[src/rtl/core/ace_pkg.sv]
// ----------------------------------------------------------------------------
// ace_pkg
// Shared widths, limits and state types of the arithmetic encoder core.
// ----------------------------------------------------------------------------
package ace_pkg;

  localparam int unsigned DEF_CODE_BITS = 16;
  localparam int unsigned FREQ_BITS     = 14;
  localparam int unsigned CUM_W         = FREQ_BITS;
  localparam int unsigned TOT_W         = FREQ_BITS + 1;
  localparam int unsigned CNT_W         = 16;
  localparam logic [CNT_W-1:0] PENDING_MAX = {CNT_W{1'b1}};
  localparam int unsigned RESULT_CAP    = 17;
  localparam int unsigned RES_CNT_W     = $clog2(RESULT_CAP + 1);

  typedef enum logic [3:0] {
    ST_IDLE,
    ST_START_A,
    ST_WAIT_A,
    ST_START_B,
    ST_WAIT_B,
    ST_RENORM,
    ST_FLUSH,
    ST_FINISH
  } enc_state_e;

  typedef enum logic [1:0] {
    DIV_IDLE,
    DIV_MUL,
    DIV_RUN,
    DIV_DONE
  } div_state_e;

endpackage

[src/rtl/core/ace_if.sv]
// ----------------------------------------------------------------------------
// ace_if
// Valid/ready channels of the encoder: symbol input and run output.
// ----------------------------------------------------------------------------
interface ace_sym_if import ace_pkg::*; ();
  logic             valid;
  logic             ready;
  logic [CUM_W-1:0] cum_low;
  logic [TOT_W-1:0] cum_high;
  logic [TOT_W-1:0] total_count;
  logic             flush;

  modport source (output valid, cum_low, cum_high, total_count, flush, input ready);
  modport sink   (input valid, cum_low, cum_high, total_count, flush, output ready);
endinterface

interface ace_run_if import ace_pkg::*; ();
  logic             valid;
  logic             ready;
  logic             out_bit;
  logic [CNT_W-1:0] follow_count;
  logic             last;

  modport source (output valid, out_bit, follow_count, last, input ready);
  modport sink   (input valid, out_bit, follow_count, last, output ready);
endinterface

[src/rtl/core/ace_div_unit.sv]
// ----------------------------------------------------------------------------
// ace_div_unit
// Scaling unit: quotient of len * mult / total, one multiply then one
// restoring division step per cycle.
// ----------------------------------------------------------------------------
module ace_div_unit import ace_pkg::*; #(
  parameter int unsigned CODE_BITS = DEF_CODE_BITS
) (
  input  logic                 clk_i,
  input  logic                 rst_ni,
  input  logic                 start_i,
  input  logic [CODE_BITS:0]   len_i,
  input  logic [TOT_W-1:0]     mult_i,
  input  logic [TOT_W-1:0]     total_i,
  output logic                 done_o,
  output logic [CODE_BITS:0]   quot_o
);

  localparam int unsigned QW  = CODE_BITS + 1;
  localparam int unsigned PW  = QW + TOT_W;
  localparam int unsigned CW  = $clog2(QW + 1);

  div_state_e      state_q, state_d;
  logic [PW-1:0]   prod_q, prod_d;
  logic [TOT_W-1:0] rem_q, rem_d;
  logic [QW-1:0]   quo_q, quo_d;
  logic [CW-1:0]   cnt_q, cnt_d;
  logic [TOT_W:0]  trial;
  logic [TOT_W:0]  diff;
  logic            ge;

  always_ff @(posedge clk_i or negedge rst_ni) begin
    if (!rst_ni) begin
      state_q <= DIV_IDLE;
      cnt_q   <= '0;
    end else begin
      state_q <= state_d;
      cnt_q   <= cnt_d;
    end
  end

  always_ff @(posedge clk_i) begin
    prod_q <= prod_d;
    rem_q  <= rem_d;
    quo_q  <= quo_d;
  end

  assign trial = {rem_q, quo_q[QW-1]};
  assign diff  = trial - {1'b0, total_i};
  assign ge    = (trial >= {1'b0, total_i});

  always_comb begin
    state_d = state_q;
    prod_d  = prod_q;
    rem_d   = rem_q;
    quo_d   = quo_q;
    cnt_d   = cnt_q;
    unique case (state_q)
      DIV_IDLE: begin
        if (start_i) begin
          prod_d  = {{TOT_W{1'b0}}, len_i} * {{QW{1'b0}}, mult_i};
          state_d = DIV_MUL;
        end
      end
      DIV_MUL: begin
        // upper part of the product is already below total
        rem_d   = prod_q[PW-1 -: TOT_W];
        quo_d   = prod_q[QW-1:0];
        cnt_d   = CW'(QW);
        state_d = DIV_RUN;
      end
      DIV_RUN: begin
        rem_d = ge ? diff[TOT_W-1:0] : trial[TOT_W-1:0];
        quo_d = {quo_q[QW-2:0], ge};
        cnt_d = cnt_q - CW'(1);
        if (cnt_q == CW'(1)) begin
          state_d = DIV_DONE;
        end
      end
      DIV_DONE: begin
        state_d = DIV_IDLE;
      end
      default: begin
        state_d = DIV_IDLE;
      end
    endcase
  end

  assign done_o = (state_q == DIV_DONE);
  assign quot_o = quo_q;

endmodule

[src/rtl/core/arithmetic_encoder_core.sv]
// ----------------------------------------------------------------------------
// arithmetic_encoder_core
// Integer arithmetic encoder: narrows the code range per symbol,
// renormalizes and hands out runs of one bit plus inverted follow bits.
// ----------------------------------------------------------------------------
// One symbol at a time. After a transfer on sym_i the block scales the range
// twice in a shared multiply and bit-serial divide unit, then shifts once per
// cycle during renormalization (up to CODE_BITS shifts), stalling while an
// emitted run cannot be passed on to run_o, then runs a flush step if one was
// asked and a closing step that ends the item. Each emitted run is held one
// step so that the last run of an item carries last. Inputs with an invalid
// interval only carry out the flush, if any, and close the item.
module arithmetic_encoder_core import ace_pkg::*; #(
  parameter int unsigned CODE_BITS = DEF_CODE_BITS
) (
  input  logic          clk_i,
  input  logic          rst_ni,
  ace_sym_if.sink       sym_i,
  ace_run_if.source     run_o
);

  localparam int unsigned IW = $clog2(CODE_BITS + 1);

  enc_state_e             state_q, state_d;
  logic [CUM_W-1:0]       cl_q, cl_d;
  logic [TOT_W-1:0]       ch_q, ch_d;
  logic [TOT_W-1:0]       tot_q, tot_d;
  logic                   flush_q, flush_d;
  logic [CODE_BITS-1:0]   low_q, low_d;
  logic [CODE_BITS-1:0]   high_q, high_d;
  logic [CNT_W-1:0]       pend_q, pend_d;
  logic [CODE_BITS:0]     a_q, a_d;
  logic [IW-1:0]          iter_q, iter_d;
  logic [RES_CNT_W-1:0]   res_cnt_q, res_cnt_d;
  logic                   hold_vld_q, hold_vld_d;
  logic                   hold_bit_q, hold_bit_d;
  logic [CNT_W-1:0]       hold_cnt_q, hold_cnt_d;
  logic                   ov_q, ov_d;
  logic                   obit_q, obit_d;
  logic [CNT_W-1:0]       ocnt_q, ocnt_d;
  logic                   olast_q, olast_d;

  logic                   div_start;
  logic [TOT_W-1:0]       div_mult;
  logic                   div_done;
  logic [CODE_BITS:0]     div_quot;
  logic [CODE_BITS:0]     len;
  logic [CODE_BITS:0]     high_sum;
  logic [CNT_W-1:0]       pend_inc;
  logic                   out_free;
  logic                   cap_full;
  logic                   emit_ok;
  logic                   emit_req;
  logic                   emit_bit;
  logic [CNT_W-1:0]       emit_cnt;
  logic                   in_ok;

  assign len      = {1'b0, high_q} - {1'b0, low_q} + (CODE_BITS+1)'(1);
  assign high_sum = {1'b0, low_q} + div_quot - (CODE_BITS+1)'(1);
  assign pend_inc = (pend_q == PENDING_MAX) ? pend_q : pend_q + CNT_W'(1);
  assign out_free = !ov_q || run_o.ready;
  assign cap_full = (res_cnt_q >= RES_CNT_W'(RESULT_CAP));
  assign emit_ok  = cap_full || !hold_vld_q || out_free;
  assign in_ok    = (sym_i.total_count != '0) && (sym_i.cum_high <= sym_i.total_count)
                    && ({1'b0, sym_i.cum_low} < sym_i.cum_high);

  ace_div_unit #(
    .CODE_BITS (CODE_BITS)
  ) u_div (
    .clk_i   (clk_i),
    .rst_ni  (rst_ni),
    .start_i (div_start),
    .len_i   (len),
    .mult_i  (div_mult),
    .total_i (tot_q),
    .done_o  (div_done),
    .quot_o  (div_quot)
  );

  always_ff @(posedge clk_i or negedge rst_ni) begin
    if (!rst_ni) begin
      state_q    <= ST_IDLE;
      low_q      <= '0;
      high_q     <= '1;
      pend_q     <= '0;
      iter_q     <= '0;
      res_cnt_q  <= '0;
      hold_vld_q <= 1'b0;
      ov_q       <= 1'b0;
    end else begin
      state_q    <= state_d;
      low_q      <= low_d;
      high_q     <= high_d;
      pend_q     <= pend_d;
      iter_q     <= iter_d;
      res_cnt_q  <= res_cnt_d;
      hold_vld_q <= hold_vld_d;
      ov_q       <= ov_d;
    end
  end

  always_ff @(posedge clk_i) begin
    cl_q       <= cl_d;
    ch_q       <= ch_d;
    tot_q      <= tot_d;
    flush_q    <= flush_d;
    a_q        <= a_d;
    hold_bit_q <= hold_bit_d;
    hold_cnt_q <= hold_cnt_d;
    obit_q     <= obit_d;
    ocnt_q     <= ocnt_d;
    olast_q    <= olast_d;
  end

  always_comb begin
    state_d    = state_q;
    cl_d       = cl_q;
    ch_d       = ch_q;
    tot_d      = tot_q;
    flush_d    = flush_q;
    low_d      = low_q;
    high_d     = high_q;
    pend_d     = pend_q;
    a_d        = a_q;
    iter_d     = iter_q;
    res_cnt_d  = res_cnt_q;
    hold_vld_d = hold_vld_q;
    hold_bit_d = hold_bit_q;
    hold_cnt_d = hold_cnt_q;
    ov_d       = ov_q;
    obit_d     = obit_q;
    ocnt_d     = ocnt_q;
    olast_d    = olast_q;
    sym_i.ready = 1'b0;
    div_start  = 1'b0;
    div_mult   = {1'b0, cl_q};
    emit_req   = 1'b0;
    emit_bit   = 1'b0;
    emit_cnt   = pend_q;

    if (ov_q && run_o.ready) begin
      ov_d = 1'b0;
    end

    unique case (state_q)
      ST_IDLE: begin
        sym_i.ready = 1'b1;
        if (sym_i.valid) begin
          cl_d      = sym_i.cum_low;
          ch_d      = sym_i.cum_high;
          tot_d     = sym_i.total_count;
          flush_d   = sym_i.flush;
          res_cnt_d = '0;
          if (in_ok) begin
            state_d = ST_START_A;
          end else if (sym_i.flush) begin
            state_d = ST_FLUSH;
          end else begin
            state_d = ST_FINISH;
          end
        end
      end
      ST_START_A: begin
        div_start = 1'b1;
        div_mult  = {1'b0, cl_q};
        state_d   = ST_WAIT_A;
      end
      ST_WAIT_A: begin
        if (div_done) begin
          a_d     = div_quot;
          state_d = ST_START_B;
        end
      end
      ST_START_B: begin
        div_start = 1'b1;
        div_mult  = ch_q;
        state_d   = ST_WAIT_B;
      end
      ST_WAIT_B: begin
        if (div_done) begin
          if (div_quot > a_q) begin
            high_d = high_sum[CODE_BITS-1:0];
            low_d  = low_q + a_q[CODE_BITS-1:0];
          end
          iter_d  = '0;
          state_d = ST_RENORM;
        end
      end
      ST_RENORM: begin
        if (iter_q == IW'(CODE_BITS)) begin
          state_d = flush_q ? ST_FLUSH : ST_FINISH;
        end else if (low_q[CODE_BITS-1] == high_q[CODE_BITS-1]) begin
          emit_req = 1'b1;
          emit_bit = high_q[CODE_BITS-1];
          if (emit_ok) begin
            low_d  = {low_q[CODE_BITS-2:0], 1'b0};
            high_d = {high_q[CODE_BITS-2:0], 1'b1};
            iter_d = iter_q + IW'(1);
          end
        end else if (low_q[CODE_BITS-2] && !high_q[CODE_BITS-2]) begin
          // underflow: drop the second bit, one more pending bit
          low_d  = {1'b0, low_q[CODE_BITS-3:0], 1'b0};
          high_d = {1'b1, high_q[CODE_BITS-3:0], 1'b1};
          pend_d = pend_inc;
          iter_d = iter_q + IW'(1);
        end else begin
          state_d = flush_q ? ST_FLUSH : ST_FINISH;
        end
      end
      ST_FLUSH: begin
        emit_req = 1'b1;
        emit_bit = low_q[CODE_BITS-2];
        emit_cnt = pend_inc;
        if (emit_ok) begin
          state_d = ST_FINISH;
        end
      end
      ST_FINISH: begin
        if (hold_vld_q) begin
          if (out_free) begin
            ov_d       = 1'b1;
            obit_d     = hold_bit_q;
            ocnt_d     = hold_cnt_q;
            olast_d    = 1'b1;
            hold_vld_d = 1'b0;
            state_d    = ST_IDLE;
          end
        end else begin
          state_d = ST_IDLE;
        end
      end
      default: begin
        state_d = ST_IDLE;
      end
    endcase

    // a new run pushes the held one out, unless the result cap is reached
    if (emit_req && emit_ok) begin
      pend_d = '0;
      if (!cap_full) begin
        if (hold_vld_q) begin
          ov_d    = 1'b1;
          obit_d  = hold_bit_q;
          ocnt_d  = hold_cnt_q;
          olast_d = 1'b0;
        end
        hold_vld_d = 1'b1;
        hold_bit_d = emit_bit;
        hold_cnt_d = emit_cnt;
        res_cnt_d  = res_cnt_q + RES_CNT_W'(1);
      end
    end
  end

  assign run_o.valid        = ov_q;
  assign run_o.out_bit      = obit_q;
  assign run_o.follow_count = ocnt_q;
  assign run_o.last         = olast_q;

  a_busy_after_transfer: assert property (@(posedge clk_i) disable iff (!rst_ni)
    sym_i.valid && sym_i.ready |=> !sym_i.ready)
    else $error("input taken while an item is in progress");

  a_div_done_waited: assert property (@(posedge clk_i) disable iff (!rst_ni)
    div_done |-> (state_q == ST_WAIT_A) || (state_q == ST_WAIT_B))
    else $error("scaling unit finished outside a wait state");

  a_flush_clears_pending: assert property (@(posedge clk_i) disable iff (!rst_ni)
    (state_q == ST_FLUSH) && emit_ok |=> pend_q == '0)
    else $error("pending count not cleared by flush");

  a_hold_counted: assert property (@(posedge clk_i) disable iff (!rst_ni)
    hold_vld_q |-> res_cnt_q != '0)
    else $error("held run without a result count");

endmodule

[src/flat_wrapper.sv]
// flat-port wrapper written by rule: the top's interface ports become plain ports
module arithmetic_encoder_core_flat import ace_pkg::*;
#(
  parameter int unsigned CODE_BITS = DEF_CODE_BITS
)
  (clk_i, rst_ni, sym_i_valid, sym_i_cum_low, sym_i_cum_high, sym_i_total_count, sym_i_flush, sym_i_ready, run_o_valid, run_o_out_bit, run_o_follow_count, run_o_last, run_o_ready);
  ace_sym_if sym_i_i ();
  ace_run_if run_o_i ();
  input  logic clk_i;
  input  logic rst_ni;
  input wire logic [$bits(sym_i_i.valid)-1:0] sym_i_valid;
  input wire logic [$bits(sym_i_i.cum_low)-1:0] sym_i_cum_low;
  input wire logic [$bits(sym_i_i.cum_high)-1:0] sym_i_cum_high;
  input wire logic [$bits(sym_i_i.total_count)-1:0] sym_i_total_count;
  input wire logic [$bits(sym_i_i.flush)-1:0] sym_i_flush;
  output wire logic [$bits(sym_i_i.ready)-1:0] sym_i_ready;
  output wire logic [$bits(run_o_i.valid)-1:0] run_o_valid;
  output wire logic [$bits(run_o_i.out_bit)-1:0] run_o_out_bit;
  output wire logic [$bits(run_o_i.follow_count)-1:0] run_o_follow_count;
  output wire logic [$bits(run_o_i.last)-1:0] run_o_last;
  input wire logic [$bits(run_o_i.ready)-1:0] run_o_ready;
  assign sym_i_i.valid = sym_i_valid;
  assign sym_i_i.cum_low = sym_i_cum_low;
  assign sym_i_i.cum_high = sym_i_cum_high;
  assign sym_i_i.total_count = sym_i_total_count;
  assign sym_i_i.flush = sym_i_flush;
  assign sym_i_ready = sym_i_i.ready;
  assign run_o_valid = run_o_i.valid;
  assign run_o_out_bit = run_o_i.out_bit;
  assign run_o_follow_count = run_o_i.follow_count;
  assign run_o_last = run_o_i.last;
  assign run_o_i.ready = run_o_ready;
  arithmetic_encoder_core #(.CODE_BITS(CODE_BITS)) u_core (.clk_i(clk_i), .rst_ni(rst_ni), .sym_i(sym_i_i), .run_o(run_o_i));
endmodule
[config.mk]
export PLATFORM = sky130hd
export DESIGN_NAME = arithmetic_encoder_core_flat
export DESIGN_NICKNAME = d
export VERILOG_FILES = /design/src/rtl/core/ace_pkg.sv /design/src/rtl/core/ace_if.sv /design/src/rtl/core/ace_div_unit.sv /design/src/rtl/core/arithmetic_encoder_core.sv /design/src/flat_wrapper.sv
export SDC_FILE = /design/constraint.sdc
export NUM_CORES = 1
export LEC_CHECK = 0
export BUFFER_PORTS_ARGS = -buffer_cell sky130_fd_sc_hd__buf_2
export CAP_MARGIN = 20
export CORE_ASPECT_RATIO = 1.5
export CORE_MARGIN = 1.5
export CORE_UTILIZATION = 50
export CTS_BUF_LIST = sky130_fd_sc_hd__clkbuf_2 sky130_fd_sc_hd__clkbuf_4 sky130_fd_sc_hd__clkbuf_8
export CTS_CLUSTER_SIZE = 20
export DETAILED_ROUTE_END_ITERATION = 8
export PLACE_DENSITY = 0.67
export RECOVER_POWER = 50
export SYNTH_ARGS = -nofsm -noshare
export SYNTH_HDL_FRONTEND = slang
export SYNTH_SLANG_ARGS = --single-unit
export TNS_END_PERCENT = 30
[constraint.sdc]
create_clock -name clk_i -period 11.35 [get_ports clk_i]
set_clock_uncertainty 0.1 [all_clocks]
set_input_delay 2.27 -clock clk_i [delete_from_list [all_inputs] [get_ports clk_i]]
set_output_delay 2.27 -clock clk_i [all_outputs]
set_load 0.005 [all_outputs]
Yosys cells after proc, flatten, opt, wreduce, memory -nomap -nowiden

Cells that the tools add are included.
Widths: inputs -> output; s select.

Output and inout bits: 20
Register bits after elaboration: 232
Word-level logic and storage cells: 187
Bits of input ports: 49

Bitwise operators: 1
Equality and inequality tests: 29
$mul: 1
Mux-type cells: 90
$add $sub $neg: 10
Order comparisons: 5
Reduce and logical (&&, ||, !) cells: 28

Operator list:

| operator              | number |
|---|---|
| $mux 16               | 25 |
| $pmux 16 s2           | 2 |
| $mux 5                | 9 |
| $mux 4                | 10 |
| $pmux 17 s2           | 1 |
| $add 16x16->16        | 2 |
| $mul 17x15->32        | 1 |
| $mux 1                | 32 |
| $pmux 4 s8            | 1 |
| $mux 15               | 2 |
| $pmux 15 s2           | 1 |
| $pmux 5 s2            | 2 |
| $add 17x1->17 const B | 1 |
| $gt 17x17->1          | 1 |
| $sub 16x16->17        | 1 |
| $add 16x1->16 const B | 1 |
| $eq 16x16->1 const B  | 1 |
| $eq 4x3->1 const B    | 4 |
| $ge 16x15->1          | 1 |
| $sub 16x1->16 const B | 1 |
| $le 15x15->1          | 1 |
| $lt 14x15->1          | 1 |
| $reduce_bool 15->1    | 1 |
| $sub 15x15->15        | 1 |
| other kinds (31)      | 61 |

Longest topological paths before layout

Depth after elaboration: 8
Gate-level depth with buffers: 35
Gate-level depth less buffers: 35

Cells and area by module

A second synthesis with hierarchy kept.

Cell total of the unflattened synthesis: 2337
Area, all modules: 22694.3 um^2

Modules (own cells, without submodules):

| module                  | instances | seq. area each (um^2) | cells an instance | area each (um^2) |
|---|---|---|---|---|
| ace_div_unit            | 1         | 2097.0                | 1258              | 12049.1 |
| arithmetic_encoder_core | 1         | 4499.3                | 1079              | 10645.2 |

Worst setup path after synthesis

No wires, ideal clock.

Kind: reg2reg
Start point: register u_core.high_q[1]
End point: register u_core.u_div.prod_q[31], data pin
Library setup time: 0.260 ns
Stages on the path, launching flop included: 36
Clock period less this slack: 8.344 ns
Path buffers: 0
Arrival time: 7.984 ns
Required time: 10.990 ns
Setup slack: 3.006 ns
Path through: dfstp_2 -> inv_1 -> ha_1 -> inv_1 -> ha_1 -> inv_1 -> fa_1 -> nor2b_1 -> o21ai_0 -> a21boi_1 -> o21ai_0 -> nand2b_1 -> a31oi_1 -> xor2_1 -> nor2_1 -> fa_1 -> inv_1 -> fa_1 -> inv_1 -> fa_1 -> inv_1 -> fa_1 -> inv_1 -> fa_1 -> inv_1 -> fa_1 -> inv_1 -> ha_1 -> and3_1 -> a221o_1 -> a41oi_1 -> o21ai_1 -> a21oi_1 -> o31ai_1 -> a21oi_1 -> xnor2_1

Cells in the longest elaborated chain, start to end: 3

RTL lines:

| element                | RTL line                      | text |
|---|---|---|
| start, declared        | arithmetic_encoder_core.sv:30 | `logic [CODE_BITS-1:0] high_q, high_d;` |
| start signal, assigned | arithmetic_encoder_core.sv:93 | `high_q <= high_d;` |
| $sub 16x16->17         | arithmetic_encoder_core.sv:58 | `assign len = {1'b0, high_q} - {1'b0, low_q} + (CODE_BITS+1)'(1);` |
| $add 17x1->17          | arithmetic_encoder_core.sv:58 |  |
| $mul 17x15->32         | ace_div_unit.sv:61            | `prod_d = {{TOT_W{1'b0}}, len_i} * {{QW{1'b0}}, mult_i};` |
| end signal, assigned   | ace_div_unit.sv:43            | `prod_q <= prod_d;` |
| end, declared          | ace_div_unit.sv:24            | `logic [PW-1:0] prod_q, prod_d;` |

Every way passes these cells.
A chain may end at the register's enable or synchronous reset.

Final worst setup path

Start point: register u_core.high_q[1]
End point: register u_core.u_div.prod_q[29], data pin

The elaborated chain is that of the path after synthesis.

==> run metrics <==
FILL cells=3980; DR vias=17010; switch share=23.44%; Mapped Cells=2316; prevailing post-synth register cell=edfxtp_1; number of synthesized flops with an enable pin=160; Chip Height=261.8 um; worst hold start=u_core.iter_q[4]; total number of H-tree levels=2; CP most frequent cell=inv_1; WL per Instance=19.37 um; DRT Pass-1 Iters=5; Post-CTS Setup Inserts=0; PwrDens=70.71 nW/um^2; CTS tree=built; startpoint types=flop; ratio of cells with drive above 1 in the final layout=7.394%; vias in the first global route=17950; Top Family by Delay on Critical Path=adder cells; crit path from=u_core.high_q[1]; core area=43990 sq um; Comb power frac=2.6%; Num CTS Buffers=39; final setup fails=0; CP endpoint kind=flop; Final nets=2879; fin crit period=9.393 ns; Overflow after GRT=0; Critical R2R Launch=u_core.high_q[1]; initial antenna violation count=2; Detailed Route Iter0 Violations=1104; required time of the critical path=11.58 ns; Reg power frac=52.7%; fmax=106.5 MHz; syn nets=2805; Yosys top cell area share=21.53%; area leader, netlist=edfxtp_1; Layout Utilization=54.66%; clock share of power=44.7%; Vias per Instance=5.672; root buffer cell=clkbuf_8; GRT Util Overall=25.91%; internal power=1302 uW; RSZ-0062 raised after global routing=no; ys async rst share=30.30%; switching power summed over all nets=398.5 uW; die area=45940 sq um; CP peak stage delay=0.63 ns; Worst Path Buf+Inv=9; Clk pin slew, worst setup/hold paths=0.07 ns; post-synth cell types=75; post-CTS sizing=0; CP max stage cell=xor2_1; Yosys reg bits=231; Hold Vio Cnt, Final=0; Bufs on Longest Clock Path=3; top cells by area, synth=edfxtp_1 (22%), fa_1 (18%), ha_1 (14%); Slew Viols, Final=206; Critical Path AT=9.62 ns; effective utilization at floorplan=50.74%; global-route wire length before repair=92100 um; VDD IR max=0.08818 mV; MaxCap Viol Count=4; critical path class=reg -> reg; relative slew slack=-176.1%; crit-path max FO=9; I/O Buffers=68; clk_lat worst skew=0.58 ns; Post-CTS Hold Fix Bufs=0; Worst Hold Class=reg -> reg; commonest cells in the netlist=inv_1 (369), ha_1 (243), nor2_1 (225), fa_1 (197), nand2_1 (170); overall routed net length=58100 um; largest net degree at the start of global routing=71; Avg Inst Size Synth=9.637 sq um; antenna violation net count after detailed routing=0; Placement Rows=94; post-place instance area=23330 sq um; Worst-Margin Slew=4.142 ns; design area=24050 sq um; CTS Sinks=231; Ports=69; sequential area share after synthesis=29.55%; cell area after synthesis=22320 sq um; DRC violations left=0; gp weighted congestion=0.9575; setup_tns=0 ns; failing checks=max-capacitance violations, max-slew violations; layout-stage area growth over the synthesis result=7.736%; status=finished, violations left; overall power=1700 uW; Detailed Place HPWL=47030 um; YS warnings=0; Die W=175.5 um; Leakage=0.01120 uW; most common cell in the netlist=inv_1; fin crit share=82.76%
## metal layers
metal,global-route usage [%],share of wire (%)
met1,26.32,35
met2,50.53,55
met3,2.734,3.6
met4,15.81,6.6
met5,0,0
## placed cells by master (no fill, tap or decap), drive strengths merged, types with 38 or more instances in the layout
cell    instances
ha            243
fa            197
nor2          226
clkbuf        101
inv           373
nand2b         38
dfrtp          54
xnor2          60
edfxtp        160
nor3           41
buf            45
o21ai          91
nand2         170
a21o           45
a21oi         134
## cell families (layout without fill, tap and decap cells)
| family | count (synthesis) | after routing | synth area share (%) |
|---|---|---|---|
| compound gates | 424 | 424 | 12.15 |
| xor+xnor | 89 | 89 | 3.493 |
| fa+ha+maj | 440 | 440 | 31.29 |
| buf+inv | 429 | 534 | 7.282 |
| flops | 231 | 231 | 29.55 |
| mux | 62 | 62 | 2.982 |
| other cells | 0 | 2 | 0 |
| simple gates | 641 | 641 | 13.24 |
## metrics by stage
stage	std cells	worst slack, ns	hold slack, ns
4_1_cts	2997	1.984	0.3855
3_5_place_dp	2925	2.007	0.3715
5_1_grt	2999	1.303	0.4158
6_report	2999	1.957	0.3836
3_3_place_gp	2924	2.207	0.3615
2_1_floorplan	2316	3.006	0.3440
## state kept, by name (all words and copies together) (netlist names), 14 cells and up, named ones only
signal / cells
u_core.high_q: 16
u_core.ch_q: 15
u_core.tot_q: 15
u_core.low_q: 16
u_core.u_div.prod_q: 32
u_core.u_div.rem_q: 15
u_core.cl_q: 14
u_core.hold_cnt_q: 16
u_core.u_div.quot_o: 17
u_core.a_q: 17
u_core.pend_q: 16
## power by group through the flow
stage / sequential [uW] / combinational, uW / clock [uW]
after floorplan: 913 / 17.8 / 0
after global placement: 913 / 45.7 / 0
after detailed placement: 913 / 47.5 / 0
after CTS: 896 / 47.7 / 780
after global routing: 895 / 50.1 / 815
final: 896 / 44.9 / 759
## layout make-up
cell class,instances,area [sq um],area share [%]
sequential,231,6596,27.43
clock buffer,54,668.1,2.779
inverter,370,1389,5.776
timing repair buffer,92,446.7,1.858
antenna,2,5.005,0.02081
clock inverter,18,115.1,0.4787
multi-input combinational,1656,14100,58.66
tap,576,720.7,2.997
## path summary, 6_finish.rpt
| kind | endpoint | cells past startpoint | slack (ns) |
|---|---|---|---|
| max in group asynchronous | u_core.low_q[3] | 2 | 5.64 |
| hold reg to reg | u_core.iter_q[4] | 1 | 0.38 |
| setup reg to reg | u_core.u_div.prod_q[29] | 35 | 1.96 |
| setup / recovery | u_core.u_div.prod_q[29] | 35 | 1.96 |
| min in group asynchronous | u_core.pend_q[10] | 2 | 3.13 |
| hold / removal | u_core.iter_q[4] | 1 | 0.38 |
Power figures use the tool's default switching activity.
